### config.mk
export PLATFORM = sky130hd
export DESIGN_NAME = fasta_record_index_scanner_core
export DESIGN_NICKNAME = d
export VERILOG_FILES = /design/src/frisc_pkg.sv /design/src/fasta_record_index_scanner_core.sv /design/src/frisc_front.sv /design/src/frisc_queue.sv /design/src/frisc_back.sv
export SDC_FILE = /design/constraint.sdc
export NUM_CORES = 1
export LEC_CHECK = 0
export BUFFER_PORTS_ARGS = -buffer_cell sky130_fd_sc_hd__buf_4
export CORE_AREA = 3 3 186 206
export CTS_CLUSTER_DIAMETER = 40
export DETAILED_ROUTE_END_ITERATION = 16
export DIE_AREA = 0 0 189 209
export PLACE_DENSITY = 0.82
export SLEW_MARGIN = 5
export SYNTH_ARGS = -nofsm -noshare
export SYNTH_HDL_FRONTEND = slang
export SYNTH_SLANG_ARGS = --single-unit
### constraint.sdc
create_clock -name clk -period 10.9 [get_ports clk]
set_input_delay 1.09 -clock clk [delete_from_list [all_inputs] [get_ports clk]]
set_output_delay 1.09 -clock clk [all_outputs]
set_load 0.02 [all_outputs]
### src/frisc_pkg.sv
`timescale 1ns / 1ps
`default_nettype none
package frisc_pkg;

	localparam int OUT_W   = 32;
	localparam int QDEPTH  = 4;
	localparam int QPTR_W  = $clog2(QDEPTH);
	localparam int QCNT_W  = $clog2(QDEPTH + 1);

	localparam logic [7:0] CHR_GT   = 8'd62;
	localparam logic [7:0] CHR_CR   = 8'd13;
	localparam logic [7:0] CHR_LF   = 8'd10;
	localparam logic [7:0] CHR_G    = 8'd71;
	localparam logic [7:0] CHR_C    = 8'd67;
	localparam logic [7:0] CHR_N    = 8'd78;
	localparam logic [7:0] CHR_G_LC = 8'd103;
	localparam logic [7:0] CHR_C_LC = 8'd99;
	localparam logic [7:0] CHR_N_LC = 8'd110;

	localparam logic [1:0] MISM_MAX = 2'd2;

	typedef enum logic [2:0] {
		CLS_OTHER,
		CLS_GC,
		CLS_N,
		CLS_CR,
		CLS_LF,
		CLS_GT,
		CLS_EOI
	} cls_t;

	typedef struct packed {
		logic [OUT_W-1:0] body_start;
		logic [OUT_W-1:0] body_bytes;
		logic [OUT_W-1:0] residue_count;
		logic [OUT_W-1:0] first_line_length;
		logic             crlf_ends;
		logic             uniform_lines;
		logic [OUT_W-1:0] gc_count;
		logic [OUT_W-1:0] n_count;
	} rec_t;

endpackage
`default_nettype wire

### src/fasta_record_index_scanner_core.sv
// channel | handshake           | words
// --------+---------------------+--------------------------------------------
// in      | in_valid, in_ready  | data_byte, end_of_input
// out     | out_valid, out_ready| body_start, body_bytes, residue_count,
//         |                     | first_line_length, crlf_ends,
//         |                     | uniform_lines, gc_count, n_count
//
// One byte per cycle sustained while in_ready is high; a result passes through
// the queue, then the output register, after the byte that closes its record.
// A four-entry queue sits between the byte classifier and the counter unit.
// Only a record-closing word stalls the counter unit, and only while the
// previous result waits; in_ready stays high until the queue holds four words.
// arst_n clears all counters and empties the queue; no clearing pass.
`timescale 1ns / 1ps
`default_nettype none
module fasta_record_index_scanner_core #(
	parameter int COUNT_WIDTH = 32
) (
	input  wire logic        clk,
	input  wire logic        arst_n,
	input  wire logic        in_valid,
	output logic             in_ready,
	input  wire logic [7:0]  data_byte,
	input  wire logic        end_of_input,
	output logic             out_valid,
	input  wire logic        out_ready,
	output logic [31:0]      body_start,
	output logic [31:0]      body_bytes,
	output logic [31:0]      residue_count,
	output logic [31:0]      first_line_length,
	output logic             crlf_ends,
	output logic             uniform_lines,
	output logic [31:0]      gc_count,
	output logic [31:0]      n_count
);
	import frisc_pkg::*;

	cls_t front_cls;
	cls_t back_cls;
	logic q_valid;
	logic q_pop;
	rec_t rec;

	frisc_front u_front (
		.data_byte    (data_byte),
		.end_of_input (end_of_input),
		.cls          (front_cls)
	);

	frisc_queue u_queue (
		.clk        (clk),
		.arst_n     (arst_n),
		.push_valid (in_valid),
		.push_ready (in_ready),
		.push_cls   (front_cls),
		.pop_valid  (q_valid),
		.pop        (q_pop),
		.pop_cls    (back_cls)
	);

	frisc_back #(
		.COUNT_WIDTH (COUNT_WIDTH)
	) u_back (
		.clk        (clk),
		.arst_n     (arst_n),
		.item_valid (q_valid),
		.item_cls   (back_cls),
		.item_pop   (q_pop),
		.rec_valid  (out_valid),
		.rec_ready  (out_ready),
		.rec        (rec)
	);

	assign body_start        = rec.body_start;
	assign body_bytes        = rec.body_bytes;
	assign residue_count     = rec.residue_count;
	assign first_line_length = rec.first_line_length;
	assign crlf_ends         = rec.crlf_ends;
	assign uniform_lines     = rec.uniform_lines;
	assign gc_count          = rec.gc_count;
	assign n_count           = rec.n_count;

endmodule
`default_nettype wire

### src/frisc_front.sv
`timescale 1ns / 1ps
`default_nettype none
module frisc_front (
	input  wire logic [7:0]      data_byte,
	input  wire logic            end_of_input,
	output frisc_pkg::cls_t      cls
);
	import frisc_pkg::*;

	always_comb begin
		if (end_of_input) begin
			cls = CLS_EOI;
		end else begin
			unique case (data_byte) inside
				CHR_GT: cls = CLS_GT;
				CHR_CR: cls = CLS_CR;
				CHR_LF: cls = CLS_LF;
				CHR_G, CHR_G_LC, CHR_C, CHR_C_LC: cls = CLS_GC;
				CHR_N, CHR_N_LC: cls = CLS_N;
				default: cls = CLS_OTHER;
			endcase
		end
	end

endmodule
`default_nettype wire

### src/frisc_queue.sv
`timescale 1ns / 1ps
`default_nettype none
module frisc_queue (
	input  wire logic            clk,
	input  wire logic            arst_n,
	input  wire logic            push_valid,
	output logic                 push_ready,
	input  wire frisc_pkg::cls_t push_cls,
	output logic                 pop_valid,
	input  wire logic            pop,
	output frisc_pkg::cls_t      pop_cls
);
	import frisc_pkg::*;

	cls_t              mem_q [QDEPTH];
	logic [QPTR_W-1:0] wr_ptr_q;
	logic [QPTR_W-1:0] rd_ptr_q;
	logic [QCNT_W-1:0] cnt_q;
	logic              do_push;
	logic              do_pop;

	assign push_ready = (cnt_q != QCNT_W'(QDEPTH));
	assign pop_valid  = (cnt_q != '0);
	assign pop_cls    = mem_q[rd_ptr_q];
	assign do_push    = push_valid && push_ready;
	assign do_pop     = pop_valid && pop;

	always_ff @(posedge clk) begin
		if (do_push) begin
			mem_q[wr_ptr_q] <= push_cls;
		end
	end

	always_ff @(posedge clk or negedge arst_n) begin
		if (!arst_n) begin
			wr_ptr_q <= '0;
			rd_ptr_q <= '0;
			cnt_q    <= '0;
		end else begin
			if (do_push) begin
				wr_ptr_q <= wr_ptr_q + 1'b1;
			end
			if (do_pop) begin
				rd_ptr_q <= rd_ptr_q + 1'b1;
			end
			if (do_push && !do_pop) begin
				cnt_q <= cnt_q + 1'b1;
			end else if (do_pop && !do_push) begin
				cnt_q <= cnt_q - 1'b1;
			end
		end
	end

endmodule
`default_nettype wire

### src/frisc_back.sv
`timescale 1ns / 1ps
`default_nettype none
module frisc_back #(
	parameter int COUNT_WIDTH = 32
) (
	input  wire logic            clk,
	input  wire logic            arst_n,
	input  wire logic            item_valid,
	input  wire frisc_pkg::cls_t item_cls,
	output logic                 item_pop,
	output logic                 rec_valid,
	input  wire logic            rec_ready,
	output frisc_pkg::rec_t      rec
);
	import frisc_pkg::*;

	localparam logic [COUNT_WIDTH-1:0] CNT_MAX = '1;

	function automatic logic [COUNT_WIDTH-1:0] sat_inc(input logic [COUNT_WIDTH-1:0] v);
		return (v == CNT_MAX) ? v : v + 1'b1;
	endfunction

	function automatic logic [OUT_W-1:0] low_word(input logic [COUNT_WIDTH-1:0] v);
		logic [63:0] ext;
		ext = 64'(v);
		return ext[OUT_W-1:0];
	endfunction

	logic                   in_header_q;
	logic                   open_q;
	logic [COUNT_WIDTH-1:0] offset_q;
	logic [COUNT_WIDTH-1:0] start_q;
	logic [COUNT_WIDTH-1:0] res_q;
	logic [COUNT_WIDTH-1:0] gc_q;
	logic [COUNT_WIDTH-1:0] n_q;
	logic [COUNT_WIDTH-1:0] ref_q;
	logic [COUNT_WIDTH-1:0] cur_q;
	logic                   cr_q;
	logic [1:0]             mism_q;

	logic                   emit;
	logic                   stall;
	logic [COUNT_WIDTH-1:0] off_inc;
	logic [COUNT_WIDTH-1:0] cur_inc;
	rec_t                   rec_d;

	assign off_inc  = sat_inc(offset_q);
	assign cur_inc  = sat_inc(cur_q);
	assign emit     = open_q && ((item_cls == CLS_EOI) || (!in_header_q && (item_cls == CLS_GT)));
	assign stall    = emit && rec_valid && !rec_ready;
	assign item_pop = item_valid && !stall;

	always_comb begin
		rec_d.body_start        = low_word(in_header_q ? offset_q : start_q);
		rec_d.body_bytes        = in_header_q ? '0 : low_word(offset_q - start_q);
		rec_d.residue_count     = low_word(res_q);
		rec_d.first_line_length = low_word(ref_q);
		rec_d.crlf_ends         = cr_q;
		rec_d.uniform_lines     = (mism_q != MISM_MAX);
		rec_d.gc_count          = low_word(gc_q);
		rec_d.n_count           = low_word(n_q);
	end

	always_ff @(posedge clk or negedge arst_n) begin
		if (!arst_n) begin
			in_header_q <= 1'b0;
			open_q      <= 1'b0;
			offset_q    <= '0;
			start_q     <= '0;
			res_q       <= '0;
			gc_q        <= '0;
			n_q         <= '0;
			ref_q       <= '0;
			cur_q       <= '0;
			cr_q        <= 1'b0;
			mism_q      <= '0;
		end else if (item_pop) begin
			if (item_cls == CLS_EOI) begin
				in_header_q <= 1'b0;
				open_q      <= 1'b0;
				offset_q    <= '0;
				start_q     <= '0;
				res_q       <= '0;
				gc_q        <= '0;
				n_q         <= '0;
				ref_q       <= '0;
				cur_q       <= '0;
				cr_q        <= 1'b0;
				mism_q      <= '0;
			end else if (in_header_q) begin
				offset_q <= off_inc;
				if (item_cls == CLS_LF) begin
					in_header_q <= 1'b0;
					start_q     <= off_inc;
				end
			end else if (item_cls == CLS_GT) begin
				offset_q    <= off_inc;
				open_q      <= 1'b1;
				in_header_q <= 1'b1;
				res_q       <= '0;
				gc_q        <= '0;
				n_q         <= '0;
				ref_q       <= '0;
				cur_q       <= '0;
				cr_q        <= 1'b0;
				mism_q      <= '0;
			end else begin
				offset_q <= off_inc;
				if (open_q) begin
					unique case (item_cls)
						CLS_CR: begin
							cur_q <= cur_inc;
							cr_q  <= 1'b1;
						end
						CLS_LF: begin
							cur_q <= '0;
							if (ref_q != '0) begin
								if (ref_q != cur_inc && mism_q != MISM_MAX) begin
									mism_q <= mism_q + 1'b1;
								end
							end else begin
								ref_q <= cur_inc;
							end
						end
						CLS_GC: begin
							res_q <= sat_inc(res_q);
							cur_q <= cur_inc;
							gc_q  <= sat_inc(gc_q);
						end
						CLS_N: begin
							res_q <= sat_inc(res_q);
							cur_q <= cur_inc;
							n_q   <= sat_inc(n_q);
						end
						default: begin
							res_q <= sat_inc(res_q);
							cur_q <= cur_inc;
						end
					endcase
				end
			end
		end
	end

	// hold the result until taken
	always_ff @(posedge clk or negedge arst_n) begin
		if (!arst_n) begin
			rec_valid <= 1'b0;
		end else if (item_pop && emit) begin
			rec_valid <= 1'b1;
		end else if (rec_ready) begin
			rec_valid <= 1'b0;
		end
	end

	always_ff @(posedge clk) begin
		if (item_pop && emit) begin
			rec <= rec_d;
		end
	end

endmodule
`default_nettype wire

==> impl_metrics.tcl <==
set metrics [dict create \
    antenna_found_initial 0 \
    final_cells 2778 \
    met3_usage_pct 4.19 \
    cts_root_buf "clkbuf_16" \
    syn_to_final_growth_pct 15.8 \
    fmax_mhz 191 \
    grt_pass1_wl_microns 86000 \
    place_inst 2690 \
    synth_edf_count 206 \
    finalHoldViolCount 0 \
    layout-drive-gt1-share_pct 14.8 \
    synth_flop_cell "dfrtp_1" \
    wl_per_cell_microns 19.2 \
    finalSetupViolCount 0 \
    whs_endpoint "u_back.rec[65]$_DFFE_PP_" \
    max-cap-violations 0 \
    synth.distinct_cells 87 \
    syn_area_per_cell_sq_um 10.4 \
    wl_microns 53200 \
    drv_slew 0 \
    nets 2309 \
    fp.dieW_microns 189 \
    synthCells 2091 \
    critical_path_peak_fanout 84 \
    p_int_w 0.00394 \
    path_class "flop to flop" \
    cp.arrival_ns 5.41 \
    synth_nets 2148 \
    p_comb_share_pct 37.0 \
    start_kind "flop" \
    min_from "u_back.cr_q$_DFFE_PN0P_" \
    worstMarginPinSlew_ns 1.20 \
    reg2reg_slack_ns 5.67 \
    p_switching_w 0.00245 \
    seqPwrFrac_pct 37.4 \
    p_clk_share_pct 25.6 \
    cts_resized 0 \
    min_period_over_period_pct 48.0 \
    relSlewSlack_pct 19.4 \
    syn-cell-area_sq_mm 0.0218 \
    n_antenna_cell 0 \
    synth_warnings 0 \
    cp.required_ns 11.08 \
    fin_crit_ns 5.23 \
    peakVddDrop_mv 0.169 \
    clock_skew_ns 0.0133 \
    clk_pin_slew_worst_paths_ns 0.07 \
    rows 73 \
    cts_setup_buffers 0 \
    grt_use_met2_pct 42.9 \
    coreArea_sq_mm 0.0363 \
    grt_max_degree 103 \
    leakagePower_nw 10.1 \
    cts.sinks 443 \
    fp.dieH_microns 209 \
    r2r-start "u_queue.rd_ptr_q[0]$_DFFE_PN0P_" \
    rr_endpoint "u_back.rec[179]$_DFFE_PP_" \
    min_path_type "flop to flop" \
    dr.first_iter.drc_count 1975 \
    synth.ff_latch_count 443 \
    die_area_sq_mm 0.0395 \
    ys_async_sr_fraction_pct 53.5 \
    groute.usage.overall_pct 26.7 \
    tritoncts "built" \
    power_density_mw_per_mm2 253 \
    drc 0 \
    final_core_util_pct 69.6 \
    globalRoute.busiestLayer "met2" \
    initial_core_util_pct 60.2 \
    end_kind "flop" \
    ios 209 \
    ys_seq_area_share_pct 55.5 \
    grt_overflow_total 0 \
    cts_htree_levels 2 \
    rsz0062_at_grt "no" \
    hold_buffers 0 \
    rr_worst_depth 10 \
    grt_pass1_vias 16212 \
    cts_buffers 47 \
    firstDrtPassIters 6 \
    antenna_left 0 \
    via_per_inst 6.02 \
    fin_tns_setup_ns 0 \
    vias 16729 \
    numPortBuffers 208 \
    gp_congestion 0.947 \
    clock_path_buffers 3 \
    fill_cells 2566 \
    status "complete, no violations" \
    clock_latency_ns 0.57 \
    whs_path_depth 0 \
    switching_share_pct 38.4 \
    grt_util_met1_pct 37.9 \
    place_hpwl_microns 35900 \
]
-- Yosys cell counts, types with 4 or more instances --
| cell type | n | area [sq um] |
|---|---|---|
| o21ai_0 | 179 | 896 |
| xor2_1 | 106 | 928 |
| nand3b_1 | 4 | 30.0 |
| o21ai_1 | 8 | 40.0 |
| a31oi_1 | 15 | 93.8 |
| or4_1 | 4 | 30.0 |
| nor3b_1 | 5 | 37.5 |
| clkbuf_1 | 69 | 259 |
| mux2i_1 | 4 | 40.0 |
| o22ai_1 | 5 | 31.3 |
| a211oi_1 | 9 | 67.6 |
| or3_1 | 20 | 125 |
| ha_1 | 42 | 526 |
| and3_1 | 42 | 263 |
| a21oi_1 | 64 | 320 |
| nand4_1 | 37 | 231 |
| xnor2_1 | 76 | 666 |
| edfxtp_1 | 206 | 6190 |
| buf_4 | 4 | 30.0 |
| nand3_1 | 77 | 385 |
| a21o_1 | 10 | 75.1 |
| nor4_1 | 24 | 150 |
| nand2_1 | 272 | 1020 |
| and2_1 | 22 | 138 |
| o211ai_1 | 7 | 52.6 |
| o31ai_1 | 75 | 563 |
| a22oi_1 | 4 | 30.0 |
| dfrtp_1 | 237 | 5930 |
| buf_2 | 31 | 155 |
| nand2b_1 | 17 | 106 |
| buf_1 | 4 | 15.0 |
| and4_1 | 17 | 149 |
| o21a_1 | 7 | 52.6 |
| o41ai_1 | 6 | 52.6 |
| nor3_1 | 31 | 155 |
| nor2_1 | 191 | 717 |
| nor2b_1 | 18 | 113 |
| inv_1 | 59 | 221 |
-- worst max-delay path, cell delays in order, from the launching register on --
cell and delay [ns]:
dfrtp_1 0.50, mux4_2 0.63, nand2b_2 0.15, o21ai_2 0.07, a41oi_2 0.16, buf_4 0.32, inv_1 0.42, a211oi_4 0.28
buf_4 0.71, and2_4 0.59, buf_4 0.86
-- power groups by stage --
stage,Clock (W),Sequential (W),Combinational [W]
floorplan,0,0.00272,0.00126
global placement,0,0.00240,0.00229
detailed placement,0,0.00241,0.00235
CTS,0.00165,0.00239,0.00237
global route,0.00172,0.00242,0.00257
finish,0.00163,0.00239,0.00237
-- layer usage --
metal	up-vias	wire length, microns
met2	642	25300
li1	7804	-
met3	100	3600
met4	0	1310
met1	8183	23000
met5	-	0
-- worst max path at each step --
stage	start	end	slack, ns	depth (start not counted)
5_1_grt	u_queue.rd_ptr_q[0]$_DFFE_PN0P_	u_back.rec[145]$_SDFFCE_PP0P_	5.35	10
6_report	u_queue.rd_ptr_q[0]$_DFFE_PN0P_	u_back.rec[179]$_DFFE_PP_	5.67	10
3_5_place_dp	u_queue.rd_ptr_q[0]$_DFFE_PN0P_	u_back.rec[152]$_SDFFCE_PP0P_	5.72	10
2_1_floorplan	u_queue.rd_ptr_q[0]$_DFFE_PN0P_	u_back.rec_valid$_DFFE_PN0P_	3.70	10
3_3_place_gp	out_ready	u_back.rec[152]$_SDFFCE_PP0P_	5.89	9
4_1_cts	u_queue.rd_ptr_q[0]$_DFFE_PN0P_	u_back.rec[179]$_DFFE_PP_	5.69	10
-- cell type report --
cell class / instances / area, sq um / area share [%]
timing repair buffer: 222 / 1670 / 6.63
sequential: 443 / 12100 / 48.0
tap: 487 / 609 / 2.41
multi-input combinational: 1479 / 9010 / 35.7
clock inverter: 28 / 308 / 1.22
inverter: 59 / 221 / 0.877
clock buffer: 60 / 1310 / 5.18
-- per-stage QoR --
step	power (W)	setup WS, ns	cell area (sq um)	hold slack, ns
finish	0.00639	5.67	25200	0.466
global route	0.00671	5.35	25200	0.474
CTS	0.00641	5.69	25200	0.464
detailed placement	0.00476	5.72	23600	0.450
global placement	0.00469	5.89	23600	0.450
floorplan	0.00398	3.70	21800	0.423
-- logic make-up (layout without fill, tap and decap cells) --
kind of cell / count (synthesis) / in the layout / synth area share (%)
simple gates: 812 / 812 / 18.3
flops: 443 / 443 / 55.5
compound gates: 431 / 431 / 12.4
xor+xnor: 182 / 182 / 7.31
buf+inv: 169 / 369 / 3.22
fa+ha+maj: 44 / 44 / 2.59
mux: 10 / 10 / 0.648
-- layout by cell type (no fill, tap or decap), drive strengths merged, types with 8 or more instances in the layout --
cell,Yosys,routed
nand2b,19,19
and2,24,24
a21o,10,10
o211ai,8,8
nand3,81,81
xnor2,76,76
nor4,26,26
inv,59,64
o31ai,75,75
nor3,36,36
ha,42,42
nand4,38,38
edfxtp,206,206
o21ai,188,188
nor2,191,191
clkbuf,69,60
nor2b,18,18
clkinv,0,16
a21oi,64,64
and3,42,42
or3,20,20
nand2,272,272
xor2,106,106
dfrtp,237,237
a31oi,17,17
a211oi,10,10
buf,41,222
and4,18,18
-- flip-flops by register name (all words and copies together) (netlist names) --
| name | cells |
|---|---|
| u_back.rec | 194 |
| u_back.cur_q | 32 |
| u_back.gc_q | 32 |
| u_back.n_q | 32 |
| u_back.offset_q | 32 |
| u_back.ref_q | 32 |
| u_back.res_q | 32 |
| u_back.start_q | 32 |
| u_queue.mem_q | 12 |
| u_queue.cnt_q | 3 |
| u_back.mism_q | 2 |
| u_queue.rd_ptr_q | 2 |
| u_queue.wr_ptr_q | 2 |
| u_back.cr_q | 1 |
| u_back.in_header_q | 1 |
| u_back.open_q | 1 |
| u_back.rec_valid | 1 |
(Power assumes the default switching activity.)
